`config.mk`:
```
export PLATFORM = sky130hd
export DESIGN_NAME = ompe_ctrl
export DESIGN_NICKNAME = d
export VERILOG_FILES = /design/src/design/ompe_pkg.sv /design/src/design/ompe_ctrl.sv
export SDC_FILE = /design/constraint.sdc
export NUM_CORES = 1
export LEC_CHECK = 0
export BUFFER_PORTS_ARGS = -buffer_cell sky130_fd_sc_hd__buf_2
export CAP_MARGIN = 20
export CORE_UTILIZATION = 55
export CTS_BUF_LIST = sky130_fd_sc_hd__clkbuf_4 sky130_fd_sc_hd__clkbuf_8
export DETAILED_ROUTE_END_ITERATION = 8
export GPL_ROUTABILITY_DRIVEN = 0
export PLACE_DENSITY = 0.81
export SYNTH_ARGS = -nofsm -noshare
export SYNTH_HDL_FRONTEND = slang
export SYNTH_SLANG_ARGS = --single-unit
```
`constraint.sdc`:
```
create_clock -name clk -period 3.38 [get_ports clk]
set_input_delay 0.507 -clock clk [delete_from_list [all_inputs] [get_ports clk]]
set_output_delay 0.507 -clock clk [all_outputs]
set_load 0.1 [all_outputs]
```
`src/design/ompe_pkg.sv`:
```
// Shared types, constants and fixed-point helpers for the optics polynomial evaluator.
package ompe_pkg;

  localparam int unsigned ENTRIES_DEF = 256;
  localparam int unsigned PORDER_DEF  = 8;
  localparam int unsigned MAX_POW_DEF = 8;
  localparam int unsigned FRAC        = 20;
  localparam int unsigned QW          = 32;
  localparam int unsigned CNT_W       = 9;
  localparam int unsigned EXP_W       = 3;
  localparam int unsigned TAG_W       = 11;
  localparam int unsigned ACC_W       = 48;

  localparam logic [QW-1:0] ONE_Q = 32'h0010_0000;
  localparam logic [QW-1:0] Q_MAX = 32'h7FFF_FFFF;
  localparam logic [QW-1:0] Q_MIN = 32'h8000_0000;

  typedef enum logic {
    CMD_LOAD = 1'b0,
    CMD_EVAL = 1'b1
  } cmd_t;

  typedef enum logic [3:0] {
    ST_IDLE,
    ST_POW,
    ST_RD,
    ST_CWAIT,
    ST_HORN,
    ST_C0,
    ST_MT,
    ST_MY,
    ST_MP,
    ST_ACC,
    ST_FIN,
    ST_OUT
  } state_t;

  typedef enum logic [1:0] {
    MS_HORN = 2'd0,
    MS_T    = 2'd1,
    MS_Y    = 2'd2,
    MS_P    = 2'd3
  } msel_t;

  // Controller to datapath commands
  typedef struct packed {
    logic  start;
    logic  pow_step;
    logic  load_tag;
    logic  horn_add;
    logic  mul;
    msel_t msel;
    logic  c0_add;
    logic  acc_add;
    logic  finish;
  } dp_cmd_t;

  function automatic logic [QW-1:0] sat_add(input logic [QW-1:0] a,
                                            input logic [QW-1:0] b);
    logic [QW:0] s;
    s = {a[QW-1], a} + {b[QW-1], b};
    if (s[QW] != s[QW-1]) return s[QW] ? Q_MIN : Q_MAX;
    return s[QW-1:0];
  endfunction

  // Product of two Q20 values, floor shift, saturate.
  function automatic logic [QW-1:0] qscale(input logic signed [2*QW-1:0] p);
    logic signed [2*QW-1:0] q;
    q = p >>> FRAC;
    if (q > $signed({{QW{1'b0}}, Q_MAX})) return Q_MAX;
    if (q < $signed({{QW{1'b1}}, Q_MIN})) return Q_MIN;
    return q[QW-1:0];
  endfunction

endpackage

```
`src/design/ompe_ctrl.sv`:
```
// Controller state machine sequencing powers, Horner steps and accumulation.
module ompe_ctrl
  import ompe_pkg::*;
#(
  parameter int unsigned ENTRIES = ENTRIES_DEF,
  parameter int unsigned PORDER  = PORDER_DEF,
  parameter int unsigned MAX_POW = MAX_POW_DEF
) (
  input  logic                         clk,
  input  logic                         rst_n,
  input  logic                         in_valid,
  output logic                         in_stall,
  input  logic                         in_command,
  input  logic [CNT_W-1:0]             active_entries,
  output logic                         out_valid,
  input  logic                         out_stall,
  output dp_cmd_t                      cmd,
  output logic [$clog2(ENTRIES)-1:0]   ent,
  output logic [$clog2(PORDER+1)-1:0]  ci,
  output logic [$clog2(MAX_POW+1)-1:0] pi
);
  localparam int unsigned EW  = $clog2(ENTRIES);
  localparam int unsigned CW  = $clog2(PORDER+1);
  localparam int unsigned PIW = $clog2(MAX_POW+1);
  localparam int unsigned NW  = $clog2(ENTRIES+1);

  state_t state_r, state_nxt;
  logic [NW-1:0]  e_r, e_nxt, n_r, n_nxt;
  logic [CW-1:0]  ci_r, ci_nxt;
  logic [PIW-1:0] pi_r, pi_nxt;
  logic           ov_r, ov_nxt;

  assign ent       = e_r[EW-1:0];
  assign ci        = ci_r;
  assign pi        = pi_r;
  assign out_valid = ov_r;
  assign in_stall  = (state_r != ST_IDLE);

  always_ff @(posedge clk) begin
    if (!rst_n) begin
      state_r <= ST_IDLE;
      ov_r    <= 1'b0;
      e_r     <= '0;
      n_r     <= '0;
      ci_r    <= '0;
      pi_r    <= '0;
    end else begin
      state_r <= state_nxt;
      ov_r    <= ov_nxt;
      e_r     <= e_nxt;
      n_r     <= n_nxt;
      ci_r    <= ci_nxt;
      pi_r    <= pi_nxt;
    end
  end

  always_comb begin
    state_nxt = state_r;
    ov_nxt    = ov_r && out_stall;
    e_nxt     = e_r;
    n_nxt     = n_r;
    ci_nxt    = ci_r;
    pi_nxt    = pi_r;
    cmd       = '0;
    cmd.msel  = MS_HORN;
    unique case (state_r)
      ST_IDLE: begin
        if (in_valid && !in_stall && in_command == CMD_EVAL) begin
          cmd.start = 1'b1;
          pi_nxt    = PIW'(1);
          e_nxt     = '0;
          n_nxt     = ({23'd0, active_entries} > ENTRIES) ? NW'(ENTRIES)
                                                          : NW'(active_entries);
          state_nxt = ST_POW;
        end
      end
      ST_POW: begin
        if (pi_r >= PIW'(MAX_POW)) begin
          state_nxt = ST_RD;
        end else begin
          cmd.pow_step = 1'b1;
          pi_nxt = pi_r + PIW'(1);
        end
      end
      ST_RD: begin
        if (e_r >= n_r) begin
          state_nxt = ST_FIN;
        end else begin
          ci_nxt    = CW'(PORDER - 1);
          state_nxt = ST_CWAIT;
        end
      end
      ST_CWAIT: begin
        // tag is read out now; the highest coefficient follows next cycle
        cmd.load_tag = 1'b1;
        state_nxt = (ci_r == '0) ? ST_C0 : ST_HORN;
      end
      ST_HORN: begin
        cmd.horn_add = 1'b1;
        ci_nxt    = ci_r - CW'(1);
        state_nxt = ST_MP;
      end
      ST_MP: begin
        // multiply by x after a Horner add; or final p multiply
        cmd.mul = 1'b1;
        if (ci_r == CW'(PORDER)) begin
          cmd.msel  = MS_P;
          state_nxt = ST_ACC;
        end else begin
          cmd.msel  = MS_HORN;
          state_nxt = (ci_r == '0) ? ST_C0 : ST_HORN;
        end
      end
      ST_C0: begin
        cmd.c0_add = 1'b1;
        state_nxt = ST_MT;
      end
      ST_MT: begin
        cmd.mul = 1'b1;
        cmd.msel = MS_T;
        state_nxt = ST_MY;
      end
      ST_MY: begin
        cmd.mul = 1'b1;
        cmd.msel = MS_Y;
        ci_nxt = CW'(PORDER);
        state_nxt = ST_MP;
      end
      ST_ACC: begin
        cmd.acc_add = 1'b1;
        e_nxt     = e_r + NW'(1);
        state_nxt = ST_RD;
      end
      ST_FIN: begin
        // hold the new sums until the previous result has been taken
        if (!ov_r) begin
          cmd.finish = 1'b1;
          state_nxt  = ST_OUT;
        end
      end
      ST_OUT: begin
        ov_nxt    = 1'b1;
        state_nxt = ST_IDLE;
      end
      default: state_nxt = ST_IDLE;
    endcase
  end
endmodule

```
==> results of run 1 <==
-- synthesized netlist by cell type (5+ instances only) --
cell type,instances
nand2_1,34
dfxtp_1,31
a21oi_1,27
nor2_1,22
inv_1,19
ha_1,13
buf_4,9
nand2b_1,8
o21ai_0,8
clkbuf_1,5
nand3_1,5
nand3b_1,5
nor3_1,5
o21ai_1,5
-- through the flow --
stage	setup TNS (ns)	total power [W]	std cells	utilization	hold slack, ns
after floorplan	-0.393	0.000649	250	-	0.432
after global placement	0	0.000693	320	0.627	0.441
after detailed placement	0	0.000697	320	0.627	0.449
after CTS	0	0.000920	327	0.644	0.383
after global routing	0	0.000962	327	0.644	0.400
final	0	0.000914	327	0.644	0.394
-- area by class of cell --
class                           count  area (um2)  share of cell area
Clock inverter                      1        5.00             0.00231
Timing Repair Buffer               41         205              0.0948
Tap cell                           46        57.6              0.0266
Clock buffer                        6        51.3              0.0237
Sequential cell                    31         621               0.287
Inverter                           21        80.1              0.0370
Multi-Input combinational cell    181        1140               0.529
-- worst paths after layout --
kind	startpoint	endpoint	slack, ns	cells past startpoint
worst max register to register	state_r[1]$_SDFFE_PN0P_	e_r[8]$_SDFFE_PN0P_	1.32	7
worst max-delay path	ci[0]$_SDFFE_PN0P_	cmd[4]	0.51	6
worst min register to register	n_r[8]$_SDFFE_PN0P_	n_r[8]$_SDFFE_PN0P_	0.46	2
worst min-delay path	active_entries[1]	n_r[1]$_SDFFE_PN0P_	0.39	3
-- cells by family (layout without fill, tap and decap cells) --
kind of cell    after synthesis  count (layout)
fa+ha+maj                    13              13
buf+inv                      38              69
mux                           2               2
compound gates               63              63
xor+xnor                      2               2
simple gates                101             101
flops                        31              31
-- worst register-to-register path: stages (launching register included) --
cell and delay, ns:
dfxtp_1 0.86, nor2_2 0.10, nand3_2 0.15, clkinv_2 0.14, and3_1 0.24, nand4_1 0.11
mux2_1 0.32, nor2_1 0.07
-- metal layers --
metal / routed length [um] / up-vias / global-route usage
li1: - / 933 / -
met1: 2010 / 806 / 0.300
met2: 1880 / 63 / 0.377
met3: 267 / 5 / 0.0630
met4: 45 / 0 / 0.121
met5: 0 / - / 0
-- report_power, final --
part | switching (W) | internal (W) | leakage, nW
Combinational | 0.000206 | 0.0000697 | 0.651
Clock | 0.000127 | 0.0000962 | 0.0341
Sequential | 0.0000335 | 0.000381 | 0.251
-- state kept, by name, summed over array words and instances, names as in the netlist --
name and flops:
pi 4, n_r 9, e_r 9, ci 4, state_r 4, out_valid 1
==> results.md, run 1 <==
Status:
- The flow ran to the end, and the final reports show no timing, DRC or antenna violations.

Setup path:
- The cell type of the slowest stage on the worst timing path is or4b_2.
- The largest fanout on the critical path is 5.
- The category of cells accounting for the largest share of critical-path delay is simple AND/OR/NAND/NOR gates.
- The stage delay of the slowest cell on the critical path is 0.69 ns.
- Data on the critical path arrives at its endpoint at 2.36 ns.
- The class of the most critical setup path is reg -> out.
- Counting both buffers and inverters, the worst setup path holds a total of 2.
- The startpoint kind of the worst setup timing path is a flop.
- The endpoint required time on the critical path is 2.87 ns.
- The signal on the critical path passes through inv_1, ha_1, nand3b_1, or4b_2, o21ai_1, buf_2.
- The type of destination of the critical path is a primary output.

Route:
- The total wire length after detailed routing is 4210 um.
- The remaining design rule violation count is 0.
- The first detailed-routing pass ran for 4 iterations.
- The detailed-route vias per instance is 5.53.
- The via count is 1,807.
- The initial detailed-routing violation count is 121.
- Dividing the detail-routed wire length by the instance count gives 12.9 um.
- The post-detailed-route count of antenna-violating nets is 0.

Timing:
- Setup violations remaining at the end of the flow were counted as 0.
- The final count of pins violating max slew is 0.
- The slew at the pin with the worst max-slew slack is 0.807 ns.
- Setup repair after global routing left no endpoint under its margin.
- The clock period could shrink to 2.87 ns.
- The count of final hold-check violations is 0.
- Measured against its own limit, the worst slew margin works out to 0.461.
- Timing would allow up to 349 MHz.
- Of the available clock period, the critical path in the final layout requires 0.848.
- For the final database, setup skew stands at 0.0156 ns.
- The post-layout worst setup margin is 0.513 ns.

Global routing:
- The number of global-route vias before repair was 1,530.
- The number of antenna violations at the first check in global routing is 0.
- The total overflow left after global routing is 0.
- In the global route stage, overall resource usage came out at 0.239.
- Entering global routing, the biggest net connects 22 pins.
- The first global-routing pass estimated 6560 um of wire.

Logic synthesis:
- The most used flip-flop cell after synthesis is dfxtp_1.
- Of the total synthesized cell area, the portion taken by full adders, half adders and majority gates is 0.0836.
- A synthesized cell averages 7.78 um2.
- Synthesis produced a netlist whose cell count is 250.
- The xor/xnor cell area share of the yosys netlist is 0.00900.
- The synthesized netlist occupies a cell area of 1950 um2.
- The leading area contributor after synthesis is dfxtp_1.
- The number of distinct library cell variants in the gate-level netlist after synthesis is 50.
- The synthesized netlist net count is 277.
- The number of enable flip-flop cells after synthesis is 0.
- The part of the Yosys area used for sequential elements is 0.319.
- Of the post-synthesis cell area, the dominant cell type holds 0.319.
- Yosys printed 0 warnings.
- Counting flops and latches in the post-synthesis netlist gives 31.
- After synthesis, the share of flip-flops with an asynchronous set or reset is 0.
- Of the total synthesized cell area, the portion taken by AND, OR, NAND and NOR gates is 0.275.
- The multiplexer share of the synthesized area is 0.0109.
- By area the synthesized netlist is led by dfxtp_1 32%, ha_1 8.4%, a21oi_1 6.9%, nand2_1 6.6%, nor2_1 4.2%.
- The main combinational cell family by area after synthesis is simple AND/OR/NAND/NOR gates.
- The compound-gate portion of the synthesized area is 0.203.

Clock tree:
- The number of gates resized after CTS was 0.
- The count of H-tree levels built during CTS is 2.
- Clock tree synthesis inserted a total of 5 buffers.
- In this run the deepest clock path goes through 2 buffers.
- The clock reaches the later pin of the worst-skew pair after 0.34 ns.
- The post-cts hold buffer count is 0.
- The clock slew seen by the registers of the worst setup and hold paths is 0.09 ns.
- The root buffer cell chosen for the clock tree is clkbuf_4.
- The buffer count from post-CTS setup fixing is 0.
- The TritonCTS clock tree is yes.
- The number of clock sinks seen by CTS is 31.

Pwr:
- VDD sags by at most 0.374 mV.
- The static power due to leakage is 0.936 nW.
- Dividing total power by cell area gives a power density of 422 nW/um2.

Layout:
- The number of filler instances in the final layout is 327.
- The layout overhead on the synthesized area is 11.3%.
- Of the cells placed in the final design, the portion with a size suffix greater than 1 is 0.221.
- With fillers left out, the area of the finished cells amounts to 2160 um2.
- In the layout the commonest cells are 41 x buf_2, 34 x nand2_1, 31 x dfxtp_1, 26 x a21oi_1, 22 x nor2_1.
- The antenna cell count is 0.
- The most common cell after layout, fill and taps aside is buf_2.
- The final-stage net count is 308.

Floorplan:
- The vertical extent of the die is 61.5 um.
- The die is 61.5 um wide.
- The initial cell density of the core is 0.578.
- The initialized floorplan defines 21 standard-cell rows.
- The placeable core region is 3360 um2.
- The floorplan step defined a die boundary enclosing 3780 um2.
- Pin placement for this block handled 42 I/O pins.

Place:
- The instance area at placement is 2110 um2.
- Buffers placed on the I/O ports in this run total 41.
- At the placement stage, the worst setup path has a slack of 0.878 ns.
- Detailed placement ended at an HPWL of 3060 um.

Job:
- Max-cap violations in this run came to 0.

Worst hold path:
- The tightest min-delay check is of the in -> reg type.
Note: power is estimated with default switching activity, not from simulation.
==> run 2: changes to the inputs <==
Settings changed: CORE_UTILIZATION 55 to 51, PLACE_DENSITY 0.81 to 0.78.
Clock period 3.38 ns to 2.6 ns, I/O delays scaled along.
==> results.md, run 2 (same netlist as run 1, synthesis figures left out) <==
Setup path:
- The endpoint required time on the critical path is 2.21 ns (was 2.87 ns).
- CP cell instances: nor2b_1, nand2_1, o31ai_2, buf_2 (was inv_1, ha_1, nand3b_1, or4b_2, o21ai_1, buf_2).
- The stage delay of the slowest cell on the critical path is 0.74 ns (was 0.69 ns).
- The category of cells accounting for the largest share of critical-path delay is flip-flops (was simple AND/OR/NAND/NOR gates).
- The arrival time of the worst setup path came to 2.04 ns (was 2.36 ns).
- The cell type of the slowest stage on the worst timing path is dfxtp_1 (was or4b_2).
- The class of the most critical setup path is reg -> out (unchanged).
- The sum of buffers and inverters on the critical path is 1 (was 2).
- The type of destination of the critical path is a primary output (unchanged).
- The largest fanout on the critical path is 16 (was 5).
- The startpoint kind of the worst setup timing path is a flop (unchanged).

Clock tree:
- The post-cts hold buffer count is 0 (unchanged).
- The count of H-tree levels built during CTS is 2 (unchanged).
- The number of buffers between clock root and the deepest sink is 2 (unchanged).
- The TritonCTS clock tree is yes (unchanged).
- The clock latency on the worst-skew pair is 0.28 ns (was 0.34 ns).
- The post-cts resize count was 0 (unchanged).
- The number of clock sinks seen by CTS was 31 (unchanged).
- The clock slew seen by the registers of the worst setup and hold paths was 0.07 ns (was 0.09 ns).
- The total CTS buffers came to 5 (unchanged).
- The root buffer cell is clkbuf_8 (was clkbuf_4).
- The buffer count from post-CTS setup fixing came to 0 (unchanged).

Timing:
- The final count of pins violating max slew is 0 (unchanged).
- The slew at the pin with the worst max-slew slack was 0.755 ns (was 0.807 ns).
- In the finished design, the share of the clock period the worst path needs comes to 0.935.
- Unrepaired setup endpoints after global routing: false (unchanged).
- The post-layout minimum cycle time is 2.43 ns.
- The total of endpoints with negative setup slack in the final report is 0 (unchanged).
- The relative slew slack is 0.496 (was 0.461).
- The count of final hold-check violations is 0 (unchanged).
- The highest achievable clock rate is 412 MHz.
- The final clock skew is 0.00319 ns (was 0.0156 ns).

Layout:
- The final-stage net count is 310 (was 308).
- The number of filler instances in the final layout came to 329 (was 327).
- The layout overhead on the synthesized area is 16.8% (was 11.3%).
- The flip-flop and latch area is 621 um2 (unchanged).
- The fraction of final layout cells with drive strength greater than 1 is 0.236 (was 0.221).
- The final standard cell utilization of the core came to 0.621 (was 0.644).
- The most common cell after layout, fill and taps aside is buf_2 (unchanged).
- Commonest cells after routing, fill and taps aside: 38 x buf_2, 34 x nand2_1, 31 x dfxtp_1, 26 x a21oi_1, 22 x nor2_1 (was 41 x buf_2, 34 x nand2_1, 31 x dfxtp_1, 26 x a21oi_1, 22 x nor2_1).
- Biggest regs: e_r: 9 flops, n_r: 9 flops (unchanged).
- The antenna cell count came to 0 (unchanged).
- The area occupied by multi-input gates is 1160 um2 (was 1140 um2).

Route:
- The average wire per standard cell is 12.5 um (was 12.9 um).
- The initial detailed-routing violation count is 112 (was 121).
- The via count is 1,831 (was 1,807).
- The total wire length after detailed routing is 4160 um (was 4210 um).
- The remaining design rule violation count was 0 (unchanged).
- The detailed-route vias per instance came to 5.52 (was 5.53).
- The post-detailed-route count of antenna-violating nets is 0 (unchanged).
- The first-pass iteration count of the detailed router is 4 (unchanged).

Place:
- The number of I/O port buffers is 41 (unchanged).
- The detailed placer's ending HPWL is 3090 um (was 3060 um).

Pwr:
- The maximum ir drop on the vdd rail is 0.434 mV (was 0.374 mV).
- The static power due to leakage is 0.968 nW (was 0.936 nW).
- The final total power came to 0.00129 W (was 0.000914 W).
- The power per unit of standard cell area is 569 nW/um2 (was 422 nW/um2).

Floorplan:
- The initial cell density of the core is 0.531 (was 0.578).
- The die boundary width was 63.8 um (was 61.5 um).
- The placeable core region came to 3660 um2 (was 3360 um2).
- The site row count came to 22 (was 21).
- The die outline area was 4070 um2 (was 3780 um2).
- The I/O pin total is 42 (unchanged).
- The vertical extent of the die is 63.8 um (was 61.5 um).

Global routing:
- The total global routing track utilization is 0.216 (was 0.239).
- The number of global-route vias before repair was 1,528 (was 1,530).
- The largest net degree at the start of global routing came to 22 (unchanged).
- The first-pass GRT wire length is 6910 um (was 6560 um).
- The overall overflow remaining after global route is 0 (unchanged).
- The number of antenna violations at the first check in global routing is 0 (unchanged).

Worst hold path:
- The class of the tightest hold or removal check was in -> reg (unchanged).

Job:
- The number of max-cap violations was 0 (unchanged).

Status:
- Result of the run: finished clean (unchanged).
==> run 2: through the flow <==
stage	TNS, ns	area, um2	setup WS, ns	cells	hold slack, ns
global placement	0	2180	0.417	324	0.441
CTS	0	2270	0.0761	332	0.319
floorplan	-1.11	1970	-0.579	250	0.432
finish	0	2270	0.170	332	0.316
global route	0	2270	0.0428	332	0.333
detailed placement	0	2180	0.388	324	0.455
==> run 2: final timing paths <==
kind,end,slack (ns),from,depth (start not counted)
worst max-delay path,cmd[5],0.17,state_r[2]$_SDFFE_PN0P_,4
worst min-delay path,n_r[6]$_SDFFE_PN0P_,0.32,active_entries[6],3
worst max register to register,pi[1]$_SDFFE_PN0P_,0.54,state_r[0]$_SDFFE_PN0P_,6
worst min register to register,n_r[7]$_SDFFE_PN0P_,0.46,n_r[7]$_SDFFE_PN0P_,2
==> run 2: where the power goes <==
group | switching, W | total, W | internal [W] | leakage [nW]
combinational | 0.000279 | 0.000385 | 0.000106 | 0.677
clock | 0.000188 | 0.000374 | 0.000186 | 0.0402
sequential | 0.0000390 | 0.000534 | 0.000495 | 0.251
total | 0.000506 | 0.00129 | 0.000787 | 0.968
==> run 2: area by class of cell <==
| cell class | instances | share of cell area |
|---|---|---|
| clock buffer | 5 | 0.0303 |
| inverter | 21 | 0.0352 |
| multi-input combinational | 181 | 0.509 |
| tap | 48 | 0.0264 |
| sequential | 31 | 0.273 |
| timing repair buffer | 43 | 0.117 |
| clock inverter | 3 | 0.00881 |
==> run 2: worst min-delay path: stages <==
cell and delay [ns]:
buf_2 0.09, nand2_1 0.04, o21ai_1 0.05
==> run 2: layer usage <==
metal / global-route usage / vias up / share of wire
met3: 0.0625 / 11 / 0.061
met5: 0 / - / 0
met4: 0.0767 / 0 / 0.022
met1: 0.287 / 835 / 0.48
met2: 0.328 / 54 / 0.43
li1: - / 931 / -
